$ cat src/tlmc_pkg.sv
// Package: shared types and constants for the touch lamp mode controller.
`timescale 1ns / 1ps

package tlmc_pkg;

    localparam int unsigned SENSE_W = 16;
    localparam int unsigned CFG_W   = 16;
    localparam int unsigned CFG_IDX_W = 2;

    typedef enum logic [CFG_IDX_W-1:0] {
        REG_ON_LEVEL        = 2'd0,
        REG_OFF_LEVEL       = 2'd1,
        REG_SAMPLE_INTERVAL = 2'd2,
        REG_OFF_HOLD_TIME   = 2'd3
    } t_reg_idx;

    localparam logic [CFG_W-1:0] RST_ON_LEVEL        = 16'd250;
    localparam logic [CFG_W-1:0] RST_OFF_LEVEL       = 16'd60;
    localparam logic [CFG_W-1:0] RST_SAMPLE_INTERVAL = 16'd200;
    localparam logic [CFG_W-1:0] RST_OFF_HOLD_TIME   = 16'd3000;

    typedef enum logic [1:0] {
        MODE_RELEASED = 2'd0,
        MODE_TOUCH    = 2'd1,
        MODE_OFF      = 2'd2
    } t_mode;

    typedef enum logic [1:0] {
        EDGE_NONE = 2'd0,
        EDGE_RISE = 2'd1,
        EDGE_FALL = 2'd2
    } t_edge;

    localparam logic [1:0] EFFECT_WARM = 2'd3;
    localparam logic [15:0] TIMER_MAX  = 16'hFFFF;

    typedef struct packed {
        logic [CFG_W-1:0] on_level;
        logic [CFG_W-1:0] off_level;
        logic [CFG_W-1:0] sample_interval;
        logic [CFG_W-1:0] off_hold_time;
    } t_cfg;

    // Packed from the lowest bit: edge_event, lamp_mode, effect_index,
    // effect_changed, went_dark.
    typedef struct packed {
        logic       went_dark;
        logic       effect_changed;
        logic [1:0] effect_index;
        logic [1:0] lamp_mode;
        logic [1:0] edge_event;
    } t_result;

endpackage

$ cat src/touch_lamp_mode_controller_unit.sv
// Top level: touch lamp mode controller with tick processing and output buffer.
`timescale 1ns / 1ps

// Takes one sensor tick per clock cycle while s_axis_tready is high and returns
// one result transaction per tick. All state (sample timer, level history,
// mode, effect, hold timer) is updated in the cycle a tick is accepted; the
// result is registered into an output register. A second skid register behind
// it lets one more tick in while downstream stalls, so s_axis_tready drops only
// when both hold results. Configuration writes take effect on the next cycle.

module touch_lamp_mode_controller_unit #(
    parameter int unsigned HISTORY_LEN = 4
) (
    input  logic                            i_clk,
    input  logic                            i_rst_n,
    input  logic                            i_cfg_we,
    input  logic [tlmc_pkg::CFG_IDX_W-1:0]  i_cfg_index,
    input  logic [tlmc_pkg::CFG_W-1:0]      i_cfg_wdata,
    input  logic                            s_axis_tvalid,
    output logic                            s_axis_tready,
    input  logic [15:0]                     s_axis_tdata,  // [15:0] sense
    output logic                            m_axis_tvalid,
    input  logic                            m_axis_tready,
    // [1:0] edge_event, [3:2] lamp_mode, [5:4] effect_index,
    // [6] effect_changed, [7] went_dark
    output logic [7:0]                      m_axis_tdata
);

    localparam int unsigned RISE_LEN = HISTORY_LEN - HISTORY_LEN / 2;
    localparam logic [HISTORY_LEN-1:0] HIST_MASK = {HISTORY_LEN{1'b1}};
    localparam logic [HISTORY_LEN-1:0] RISE_PAT  = HIST_MASK >> (HISTORY_LEN - RISE_LEN);
    localparam logic [HISTORY_LEN-1:0] FALL_PAT  = HIST_MASK ^ RISE_PAT;

    tlmc_pkg::t_cfg w_cfg;

    tlmc_cfg_regs u_cfg_regs (
        .i_clk       (i_clk),
        .i_rst_n     (i_rst_n),
        .i_cfg_we    (i_cfg_we),
        .i_cfg_index (i_cfg_index),
        .i_cfg_wdata (i_cfg_wdata),
        .o_cfg       (w_cfg)
    );

    logic [15:0]            r_sample_timer, n_sample_timer;
    logic [HISTORY_LEN-1:0] r_hist, n_hist;
    tlmc_pkg::t_mode        r_mode, n_mode;
    logic [1:0]             r_effect, n_effect;
    logic [15:0]            r_hold, n_hold;

    tlmc_pkg::t_result r_out, r_skid, n_result;
    logic              r_out_valid, r_skid_valid;

    logic        w_accept, w_pop;
    logic [15:0] w_elapsed;
    logic        w_lvl;
    tlmc_pkg::t_edge w_edge;
    logic        w_changed, w_dark;

    assign s_axis_tready = !r_skid_valid;
    assign w_accept      = s_axis_tvalid && s_axis_tready;
    assign w_pop         = r_out_valid && m_axis_tready;

    always_comb begin
        w_elapsed = (r_sample_timer == tlmc_pkg::TIMER_MAX) ? tlmc_pkg::TIMER_MAX
                                                             : r_sample_timer + 16'd1;
        n_hist = r_hist;
        w_edge = tlmc_pkg::EDGE_NONE;
        w_lvl  = r_hist[0];
        if (s_axis_tdata > w_cfg.on_level) begin
            w_lvl = 1'b1;
        end else if (s_axis_tdata < w_cfg.off_level) begin
            w_lvl = 1'b0;
        end
        if (w_elapsed >= w_cfg.sample_interval) begin
            n_sample_timer = '0;
            n_hist = {r_hist[HISTORY_LEN-2:0], w_lvl};
            if (n_hist == RISE_PAT) begin
                w_edge = tlmc_pkg::EDGE_RISE;
            end else if (n_hist == FALL_PAT) begin
                w_edge = tlmc_pkg::EDGE_FALL;
            end
        end else begin
            n_sample_timer = w_elapsed;
        end

        n_hold    = (r_hold == tlmc_pkg::TIMER_MAX) ? r_hold : r_hold + 16'd1;
        n_mode    = r_mode;
        n_effect  = r_effect;
        w_changed = 1'b0;
        w_dark    = 1'b0;
        case (w_edge)
            tlmc_pkg::EDGE_RISE: begin
                n_effect  = (r_mode == tlmc_pkg::MODE_OFF) ? tlmc_pkg::EFFECT_WARM
                                                           : r_effect + 2'd1;
                w_changed = 1'b1;
                n_mode    = tlmc_pkg::MODE_TOUCH;
                n_hold    = '0;
            end
            tlmc_pkg::EDGE_FALL: begin
                if (r_mode != tlmc_pkg::MODE_OFF) begin
                    n_mode = tlmc_pkg::MODE_RELEASED;
                end
            end
            default: ;
        endcase
        if (n_mode == tlmc_pkg::MODE_TOUCH && n_hold > w_cfg.off_hold_time) begin
            n_mode = tlmc_pkg::MODE_OFF;
            w_dark = 1'b1;
        end

        n_result.edge_event     = w_edge;
        n_result.lamp_mode      = n_mode;
        n_result.effect_index   = n_effect;
        n_result.effect_changed = w_changed;
        n_result.went_dark      = w_dark;
    end

    always_ff @(posedge i_clk) begin
        if (!i_rst_n) begin
            r_sample_timer <= '0;
            r_hist         <= '0;
            r_mode         <= tlmc_pkg::MODE_RELEASED;
            r_effect       <= tlmc_pkg::EFFECT_WARM;
            r_hold         <= '0;
        end else if (w_accept) begin
            r_sample_timer <= n_sample_timer;
            r_hist         <= n_hist;
            r_mode         <= n_mode;
            r_effect       <= n_effect;
            r_hold         <= n_hold;
        end
    end

    always_ff @(posedge i_clk) begin
        if (!i_rst_n) begin
            r_out_valid  <= 1'b0;
            r_skid_valid <= 1'b0;
        end else if (r_skid_valid) begin
            if (w_pop) begin
                r_out_valid  <= 1'b1;
                r_skid_valid <= 1'b0;
            end
        end else if (w_accept) begin
            if (!r_out_valid || w_pop) begin
                r_out_valid <= 1'b1;
            end else begin
                r_skid_valid <= 1'b1;
            end
        end else if (w_pop) begin
            r_out_valid <= 1'b0;
        end
    end

    always_ff @(posedge i_clk) begin
        if (r_skid_valid) begin
            if (w_pop) begin
                r_out <= r_skid;
            end
        end else if (w_accept) begin
            if (!r_out_valid || w_pop) begin
                r_out <= n_result;
            end else begin
                r_skid <= n_result;
            end
        end
    end

    assign m_axis_tvalid = r_out_valid;
    assign m_axis_tdata  = r_out;

    a_skid_implies_out: assert property (@(posedge i_clk) disable iff (!i_rst_n)
        r_skid_valid |-> r_out_valid)
        else $error("skid holds a result while output register is empty");

    a_dark_is_off: assert property (@(posedge i_clk) disable iff (!i_rst_n)
        (m_axis_tvalid && m_axis_tdata[7]) |->
            (m_axis_tdata[3:2] == tlmc_pkg::MODE_OFF))
        else $error("went_dark without lamp off");

    a_change_on_rise: assert property (@(posedge i_clk) disable iff (!i_rst_n)
        (m_axis_tvalid && m_axis_tdata[6]) |->
            (m_axis_tdata[1:0] == tlmc_pkg::EDGE_RISE &&
             m_axis_tdata[3:2] == tlmc_pkg::MODE_TOUCH))
        else $error("effect change without rising edge into touched mode");

    a_mode_legal: assert property (@(posedge i_clk) disable iff (!i_rst_n)
        (w_accept && r_mode == tlmc_pkg::MODE_OFF && w_edge == tlmc_pkg::EDGE_RISE) |=>
            (r_effect == tlmc_pkg::EFFECT_WARM))
        else $error("rising edge from off did not select warm default");

endmodule

$ cat src/tlmc_cfg_regs.sv
// Configuration register file with write decode and reset values.
`timescale 1ns / 1ps

module tlmc_cfg_regs (
    input  logic                            i_clk,
    input  logic                            i_rst_n,
    input  logic                            i_cfg_we,
    input  logic [tlmc_pkg::CFG_IDX_W-1:0]  i_cfg_index,
    input  logic [tlmc_pkg::CFG_W-1:0]      i_cfg_wdata,
    output tlmc_pkg::t_cfg                  o_cfg
);

    tlmc_pkg::t_cfg r_cfg;

    always_ff @(posedge i_clk) begin
        if (!i_rst_n) begin
            r_cfg.on_level        <= tlmc_pkg::RST_ON_LEVEL;
            r_cfg.off_level       <= tlmc_pkg::RST_OFF_LEVEL;
            r_cfg.sample_interval <= tlmc_pkg::RST_SAMPLE_INTERVAL;
            r_cfg.off_hold_time   <= tlmc_pkg::RST_OFF_HOLD_TIME;
        end else if (i_cfg_we) begin
            case (tlmc_pkg::t_reg_idx'(i_cfg_index))
                tlmc_pkg::REG_ON_LEVEL:        r_cfg.on_level        <= i_cfg_wdata;
                tlmc_pkg::REG_OFF_LEVEL:       r_cfg.off_level       <= i_cfg_wdata;
                tlmc_pkg::REG_SAMPLE_INTERVAL: r_cfg.sample_interval <= i_cfg_wdata;
                tlmc_pkg::REG_OFF_HOLD_TIME:   r_cfg.off_hold_time   <= i_cfg_wdata;
                default: ;
            endcase
        end
    end

    assign o_cfg = r_cfg;

endmodule
$ cat config.mk
export PLATFORM = sky130hd
export DESIGN_NAME = touch_lamp_mode_controller_unit
export DESIGN_NICKNAME = d
export VERILOG_FILES = /design/src/tlmc_pkg.sv /design/src/touch_lamp_mode_controller_unit.sv /design/src/tlmc_cfg_regs.sv
export SDC_FILE = /design/constraint.sdc
export NUM_CORES = 1
export LEC_CHECK = 0
export BUFFER_PORTS_ARGS = -buffer_cell sky130_fd_sc_hd__buf_2
export CAP_MARGIN = 20
export CORE_MARGIN = 1
export CORE_UTILIZATION = 45
export DETAILED_ROUTE_END_ITERATION = 10
export PLACE_DENSITY = 0.6
export SLEW_MARGIN = 20
export SYNTH_ARGS = -nofsm -noshare
export SYNTH_HDL_FRONTEND = slang
export SYNTH_SLANG_ARGS = --single-unit
$ cat constraint.sdc
create_clock -name i_clk -period 12.3 [get_ports i_clk]
set_input_delay 1.845 -clock i_clk [delete_from_list [all_inputs] [get_ports i_clk]]
set_output_delay 1.845 -clock i_clk [all_outputs]
set_load 0.005 [all_outputs]
; ---- Word level (Yosys, flattened, before mapping)
; Cells that the tools add are included.
[totals]
regBits = 121
input_bits = 39
output_inout_bits = 10
word_cells = 91
[classes]
add_sub_neg = 3
order_cmp = 4
n_eq_ne = 14
mux = 29
n_bitwise = 2
n_reduce_logical = 18
[op_table]
columns = cell, count
row1 = 2-to-1 mux 16 bit, 4
row2 = "adder 16 x 1 -> 16 bit, second input constant", 2
row3 = "equality test 16 bit, second input constant", 2
row4 = greater-than comparator 16 bit, 2
row5 = 2-to-1 mux 8 bit, 4
row6 = greater-or-equal comparator 16 bit, 1
row7 = < comparator 16 bit, 1
row8 = 2-to-1 mux 2 bit, 7
row9 = 2-to-1 mux 1 bit, 13
row10 = AND reduction 2 bit, 5
row11 = AND reduction 3 bit, 3
row12 = "equality test 2 bit, second input constant", 4
row13 = "equality test 2 x 1 -> 1 bit, second input constant", 3
row14 = nonzero test 2 bit, 3
row15 = "equality test 4 x 2 -> 1 bit, second input constant", 1
row16 = "equality test 4 bit, second input constant", 1
row17 = case mux 2 bit (2 select lines), 1
row18 = logical AND 1 bit, 3
row19 = "inequality test 3 x 2 -> 1 bit, second input constant", 1
row20 = "adder 2 x 1 -> 2 bit, second input constant", 1
row21 = zero test 1 bit, 2
row22 = zero test 2 bit, 1
row23 = "inequality test 2 x 1 -> 1 bit, second input constant", 1
row24 = "inequality test 2 bit, second input constant", 1
row25 = other kinds (2), 3

; ---- Depth between registers and ports, before layout
[logic_depth]
ltp_word = 15
ltp_mapped = 29
mapped_depth_nobuf = 26

; ---- Hierarchy
; Synthesis repeated with hierarchy kept, for this count alone.
[unflattened]
hier_cells = 846
hier_area_um2 = 7255.7
[by_module_without_submodules]
columns = mod, n_inst, cells_each, area_each_um2, seq_area_each_um2
row1 = touch_lamp_mode_controller_unit, 1, 604, 4742.0, 1241.2
row2 = tlmc_cfg_regs, 1, 242, 2513.7, 1281.2

; ---- Least setup slack after synthesis
; No wires, ideal clock.
[synth_path]
path_kind = flip-flop to flip-flop
from = reg r_sample_timer[0]
to = reg r_out, in the netlist m_axis_tdata[3] (data pin)
setup_time_ns = 0.188
arrival_ns = 5.684
required_ns = 12.112
setup_slack_ns = 6.428
path_stages_with_launch = 30
path_buffers = 4
period_less_slack_ns = 5.872
cell_sequence = dfxtp_1 > ha_1 > and3_1 > and3_1 > clkbuf_1 > and3_1 > and4_1 > nand4_1 > clkbuf_1 > and2_1 > ha_1 > nand2b_1 > a211oi_1 > o21ai_0 > a41oi_1 > nor4b_1 > nand2_4 > inv_2 > buf_6 > clkbuf_1 > nor2_1 > ha_1 > nor2b_1 > o211ai_1 > a21oi_1 > o31ai_1 > a21oi_1 > inv_1 > o21a_1 > o41ai_1
[synth_between]
elab_chain_len = 12
word_cells_on_any_way = 16
cone_classes = 1 x add/sub / 2 x order compare / 4 x eq/ne / 8 x mux / 1 x reduce/logical
[synth_rtl]
columns = element, line
row1 = start: declaration, touch_lamp_mode_controller_unit.sv:45  ; logic [15:0] r_sample_timer, n_sample_timer;
row2 = start signal: assignment, touch_lamp_mode_controller_unit.sv:127  ; r_sample_timer <= n_sample_timer;
row3 = adder 16 x 1 -> 16 bit or equality test 16 bit (tied branches), "touch_lamp_mode_controller_unit.sv:66, touch_lamp_mode_controller_unit.sv:65"
row4 = 2-to-1 mux 16 bit (*), touch_lamp_mode_controller_unit.sv:65  ; w_elapsed = (r_sample_timer == tlmc_pkg::TIMER_MAX) ? tlmc_pkg::TIMER_MAX
row5 = greater-or-equal comparator 16 bit (*), touch_lamp_mode_controller_unit.sv:75  ; if (w_elapsed >= w_cfg.sample_interval) begin
row6 = 2-to-1 mux 2 bit (*), touch_lamp_mode_controller_unit.sv:75
row7 = equality test 2 x 1 -> 1 bit (*), touch_lamp_mode_controller_unit.sv:92  ; case (w_edge)
row8 = 2-to-1 mux 16 bit (*), touch_lamp_mode_controller_unit.sv:92
row9 = named net n_hold[1], touch_lamp_mode_controller_unit.sv:49  ; logic [15:0] r_hold, n_hold;
row10 = greater-than comparator 16 bit (*), touch_lamp_mode_controller_unit.sv:107  ; if (n_mode == tlmc_pkg::MODE_TOUCH && n_hold > w_cfg.off_hold_time) begin
row11 = logical AND 1 bit (*), touch_lamp_mode_controller_unit.sv:107
row12 = 2-to-1 mux 2 bit (*), touch_lamp_mode_controller_unit.sv:107
row13 = 2-to-1 mux 8 bit (*), touch_lamp_mode_controller_unit.sv:161  ; if (!r_out_valid || w_pop) begin
row14 = 2-to-1 mux 8 bit (*), touch_lamp_mode_controller_unit.sv:160  ; end else if (w_accept) begin
row15 = 2-to-1 mux 8 bit (*), touch_lamp_mode_controller_unit.sv:156  ; if (r_skid_valid) begin
row16 = end signal: assignment, touch_lamp_mode_controller_unit.sv:158  ; r_out <= r_skid;
row17 = end signal: assignment, touch_lamp_mode_controller_unit.sv:162  ; r_out <= n_result;
row18 = end: declaration, touch_lamp_mode_controller_unit.sv:51  ; tlmc_pkg::t_result r_out, r_skid, n_result;
; The timed path passes the listed nets; every way through them passes the cells marked *. The select of a mux whose other input is x is not followed.
; A chain may end at the register's enable or synchronous reset.

; ---- Worst setup path after layout
; Same ends and word-level chain as after synthesis.

==> reports/metrics.json <==
{
  "wirelength": {"value": 16800, "unit": "um"},
  "drt-wirelength-per-cell": {"value": 15.5, "unit": "um"},
  "min_period_over_period": {"value": 0.571},
  "syn-num-nets": {"value": 961},
  "timing.critical_path.from_type": {"value": "register"},
  "global_route.overflow_total": {"value": 0},
  "die_h": {"value": 125, "unit": "um"},
  "setup_violations": {"value": 0},
  "drt_pre_antenna_iters": {"value": 8},
  "slew-limit-headroom": {"value": 0.438},
  "fp-row-count": {"value": 44},
  "timing_worst_setup_path_type": {"value": "register to register"},
  "detail_route.vias_per_cell": {"value": 5.60},
  "synthesis.yosys.warnings": {"value": 0},
  "min_path_type": {"value": "register to register"},
  "pre_cts_slack": {"value": 5.36, "unit": "ns"},
  "vdd.ir_drop.worst": {"value": 0.0933, "unit": "mV"},
  "yosys.area.top_type": {"value": "sky130_fd_sc_hd__dfxtp_1"},
  "synth_seq_cells": {"value": 119},
  "grt_pass1_wl": {"value": 28100, "unit": "um"},
  "die_width": {"value": 125, "unit": "um"},
  "num_io_pins": {"value": 49},
  "route.detailed.drc": {"value": 6},
  "ys_top_cells_by_area": {"value": "sky130_fd_sc_hd__dfxtp_1, sky130_fd_sc_hd__ha_1, sky130_fd_sc_hd__nand2_1, sky130_fd_sc_hd__a21oi_1, sky130_fd_sc_hd__edfxtp_1"},
  "tightestPinTransition": {"value": 0.836, "unit": "ns"},
  "power": {"value": 0.00103, "unit": "W"},
  "placed_cells_incl_taps": {"value": 1052},
  "htree_num_levels": {"value": 4},
  "yosysSeqAreaShare": {"value": 0.372},
  "design.die.area": {"value": 0.0156, "unit": "mm^2"},
  "setup_ws": {"value": 5.28, "unit": "ns"},
  "synth_edf_count": {"value": 14},
  "syn-instance-count": {"value": 857},
  "clock_skew": {"value": 0.00601, "unit": "ns"},
  "avgSynthCellArea": {"value": 7.92, "unit": "um^2"},
  "setup.worst_path.end_class": {"value": "register"},
  "clkSlewWorstSetupHoldPaths": {"value": 0.06, "unit": "ns"},
  "cts_root_buffer": {"value": "sky130_fd_sc_hd__clkbuf_16"},
  "layout-drive-gt1-share": {"value": 0.108},
  "fmaxAchievable": {"value": 142, "unit": "MHz"},
  "layout_min_cycle_time": {"value": 7.02, "unit": "ns"},
  "yosys.area.top_type_share": {"value": 0.310},
  "timing.final.hold_violations": {"value": 0},
  "run_status": {"value": "finished, violations left"},
  "postSynth.asyncResetShare": {"value": 0},
  "power.density_cell_area": {"value": 133, "unit": "mW/mm^2"},
  "detailed_place_hpwl": {"value": 12100, "unit": "um"},
  "cts-buffers-inserted": {"value": 17},
  "finalWeightedCongestion": {"value": 0.905},
  "vias": {"value": 6072},
  "core-area": {"value": 0.0146, "unit": "mm^2"},
  "postCtsSetupBuffers": {"value": 0},
  "design.final.nets": {"value": 991},
  "setup_total_negative_slack": {"value": 0, "unit": "ns"},
  "clock-sinks": {"value": 119},
  "cap_viol_max_count": {"value": 0},
  "netlist-cell-type-count": {"value": 61},
  "floorplan.initialDensity": {"value": 0.464},
  "first_global_vias": {"value": 5700},
  "cts_buffer_depth": {"value": 2},
  "cp_max_fo": {"value": 26},
  "violations_in_the_final_reports": {"value": "design-rule violations"},
  "post_layout_nonfiller_instances": {"value": 1084},
  "grt_start_max_net_pins": {"value": 61},
  "flip_flop_cell_with_the_highest_count_after_synthesis": {"value": "sky130_fd_sc_hd__dfxtp_1"},
  "unrepaired_setup_endpoints_after_global_routing": {"value": "no"},
  "power.static_leakage": {"value": 3.22, "unit": "nW"},
  "antenna_found_initial": {"value": 0},
  "arrival_time_of_the_worst_setup_path": {"value": 7.25, "unit": "ns"},
  "postCtsResizedCells": {"value": 0},
  "globalRouteTotalUtil": {"value": 0.226},
  "area_delta_synth_final": {"value": 14.5, "unit": "%"},
  "detailedRoute.firstIterationViolations": {"value": 409},
  "cts.hold.buffers_added": {"value": 0},
  "clk_latency": {"value": 0.42, "unit": "ns"},
  "drv_slew": {"value": 0},
  "post_synth_instance_area": {"value": 0.00679, "unit": "mm^2"},
  "tritoncts_clock_tree": {"value": "built"},
  "port_buffers": {"value": 48},
  "postRouteAntennaNets": {"value": 0},
  "antenna-diode-count": {"value": 0},
  "worstPathRequired": {"value": 12.52, "unit": "ns"}
}
## through the flow
stage / utilization / hold WS (ns) / area, um^2
after floorplan: - / 0.436 / 6790
after global routing: 0.531 / 0.474 / 7770
after detailed placement: 0.487 / 0.449 / 7140
after global placement: 0.487 / 0.443 / 7130
after CTS: 0.531 / 0.457 / 7770
final: 0.531 / 0.454 / 7770
## flip-flops by register name (all words and copies together) (netlist names)
| name | count |
|---|---|
| m_axis_tdata | 7 |
| m_axis_tvalid | 1 |
| r_effect | 2 |
| r_hist | 3 |
| r_hold | 16 |
| r_mode | 2 |
| r_sample_timer | 16 |
| r_skid | 7 |
| r_skid_valid | 1 |
| u_cfg_regs.o_cfg | 64 |
## cell families after synthesis
| logic type | synth area share |
|---|---|
| and+or+nand+nor | 0.222 |
| xor gates and xnor gates | 0.0181 |
| adders and majority gates | 0.120 |
| buffers and inverters | 0.0665 |
| AOI/OAI and AO/OA | 0.192 |
| muxes | 0.0109 |
| DFF | 0.372 |
## metal layers
layer,vias up,track usage,part of all wire
met4,0,0.0811,0.015
met2,167,0.375,0.47
met1,2836,0.294,0.47
met3,18,0.0404,0.046
li1,3051,-,-
met5,-,0,0
## placed cells by master, fill, tap and decap left out, types with 3 or more instances in the layout
cell type | Yosys | routed
sky130_fd_sc_hd__ha_1 | 65 | 65
sky130_fd_sc_hd__clkbuf_16 | 0 | 18
sky130_fd_sc_hd__nand2_1 | 165 | 165
sky130_fd_sc_hd__nor2b_1 | 8 | 8
sky130_fd_sc_hd__clkinv_4 | 0 | 5
sky130_fd_sc_hd__buf_4 | 1 | 5
sky130_fd_sc_hd__a311oi_1 | 7 | 7
sky130_fd_sc_hd__a21oi_1 | 103 | 103
sky130_fd_sc_hd__bufinv_16 | 0 | 3
sky130_fd_sc_hd__a31oi_1 | 9 | 9
sky130_fd_sc_hd__a21o_1 | 7 | 7
sky130_fd_sc_hd__buf_2 | 1 | 48
sky130_fd_sc_hd__o31ai_1 | 4 | 4
sky130_fd_sc_hd__inv_1 | 72 | 72
sky130_fd_sc_hd__edfxtp_1 | 14 | 14
sky130_fd_sc_hd__nand4_1 | 14 | 14
sky130_fd_sc_hd__nor4_1 | 6 | 6
sky130_fd_sc_hd__o21ai_0 | 16 | 16
sky130_fd_sc_hd__and3_1 | 12 | 12
sky130_fd_sc_hd__dfxtp_1 | 105 | 105
sky130_fd_sc_hd__and4_1 | 7 | 7
sky130_fd_sc_hd__nand3_1 | 19 | 19
sky130_fd_sc_hd__and2_1 | 10 | 10
sky130_fd_sc_hd__nand2b_1 | 8 | 8
sky130_fd_sc_hd__mux2i_1 | 4 | 4
sky130_fd_sc_hd__nor3_1 | 16 | 16
sky130_fd_sc_hd__a211oi_1 | 7 | 7
sky130_fd_sc_hd__o21a_1 | 11 | 11
sky130_fd_sc_hd__o211ai_1 | 22 | 22
sky130_fd_sc_hd__xor2_1 | 6 | 6
sky130_fd_sc_hd__nor2_1 | 43 | 42
sky130_fd_sc_hd__xnor2_1 | 8 | 8
sky130_fd_sc_hd__o21ai_1 | 8 | 8
## layout make-up
type | count | area [um^2]
clock buffer | 19 | 464
clock inverter | 13 | 169
fill | 1399 | 6870
timing repair buffer | 54 | 289
sequential | 119 | 2520
tap | 184 | 230
multi-input combinational | 621 | 3820
inverter | 74 | 278
## report_power, final
part           total (W)  internal [W]  leakage, nW  switching (W)
registers       0.000413      0.000406        0.972     0.00000731
logic          0.0000914     0.0000339         1.94      0.0000575
clock network   0.000529      0.000338        0.309       0.000192
total            0.00103      0.000777         3.22       0.000257
## cells in the mapped netlist (2+ instances only)
cell type and number:
sky130_fd_sc_hd__mux2_2 2, sky130_fd_sc_hd__a31oi_1 9, sky130_fd_sc_hd__nor2_1 43, sky130_fd_sc_hd__and2_1 10, sky130_fd_sc_hd__dfxtp_1 105, sky130_fd_sc_hd__o211ai_1 22
sky130_fd_sc_hd__xor2_1 6, sky130_fd_sc_hd__a21o_1 7, sky130_fd_sc_hd__ha_1 65, sky130_fd_sc_hd__a21boi_1 2, sky130_fd_sc_hd__nand2_1 165, sky130_fd_sc_hd__nor3b_1 2
sky130_fd_sc_hd__and3_1 12, sky130_fd_sc_hd__a21oi_1 103, sky130_fd_sc_hd__o21ai_1 8, sky130_fd_sc_hd__and4_1 7, sky130_fd_sc_hd__xnor2_1 8, sky130_fd_sc_hd__o31a_1 2
sky130_fd_sc_hd__inv_1 72, sky130_fd_sc_hd__o21a_1 11, sky130_fd_sc_hd__nand2b_1 8, sky130_fd_sc_hd__or4_1 2, sky130_fd_sc_hd__edfxtp_1 14, sky130_fd_sc_hd__nor4_1 6
sky130_fd_sc_hd__a311oi_1 7, sky130_fd_sc_hd__o21ai_0 16, sky130_fd_sc_hd__nor3_1 16, sky130_fd_sc_hd__o221a_1 2, sky130_fd_sc_hd__nand3_1 19, sky130_fd_sc_hd__o31ai_1 4
sky130_fd_sc_hd__nand4_1 14, sky130_fd_sc_hd__nor2b_1 8, sky130_fd_sc_hd__a41oi_1 2, sky130_fd_sc_hd__nor4b_1 2, sky130_fd_sc_hd__o22ai_1 2, sky130_fd_sc_hd__or2_2 2
sky130_fd_sc_hd__clkbuf_1 39, sky130_fd_sc_hd__mux2i_1 4, sky130_fd_sc_hd__a211oi_1 7
## critical path: stages (launching register included)
cell and delay [ns]:
sky130_fd_sc_hd__dfxtp_1 0.41, sky130_fd_sc_hd__ha_1 0.25, sky130_fd_sc_hd__and3_1 0.25, sky130_fd_sc_hd__and3_1 0.27, sky130_fd_sc_hd__and3_1 0.28, sky130_fd_sc_hd__and4_1 0.29
sky130_fd_sc_hd__nand4_1 0.58, sky130_fd_sc_hd__and2_1 0.42, sky130_fd_sc_hd__ha_1 0.26, sky130_fd_sc_hd__nand2b_1 0.10, sky130_fd_sc_hd__a211oi_1 0.06, sky130_fd_sc_hd__o21ai_0 0.17
sky130_fd_sc_hd__a41oi_1 0.22, sky130_fd_sc_hd__nor4b_1 0.74, sky130_fd_sc_hd__nand2_4 0.33, sky130_fd_sc_hd__inv_2 0.37, sky130_fd_sc_hd__nor2_1 0.10, sky130_fd_sc_hd__ha_1 0.30
sky130_fd_sc_hd__nor2b_1 0.13, sky130_fd_sc_hd__o211ai_1 0.08, sky130_fd_sc_hd__a21oi_1 0.13, sky130_fd_sc_hd__o31ai_1 0.09, sky130_fd_sc_hd__a21oi_1 0.32, sky130_fd_sc_hd__inv_1 0.15
sky130_fd_sc_hd__o21a_1 0.23, sky130_fd_sc_hd__o41ai_1 0.25
## final timing paths
path | end | cells past startpoint | from | slack (ns)
min reg2reg | u_cfg_regs.o_cfg[57] | 2 | u_cfg_regs.o_cfg[57] | 0.45
max reg2reg | m_axis_tdata[3] | 25 | r_sample_timer[0] | 5.28
min | u_cfg_regs.o_cfg[57] | 2 | u_cfg_regs.o_cfg[57] | 0.45
max | m_axis_tdata[3] | 25 | r_sample_timer[0] | 5.28
(Power assumes the default switching activity.)
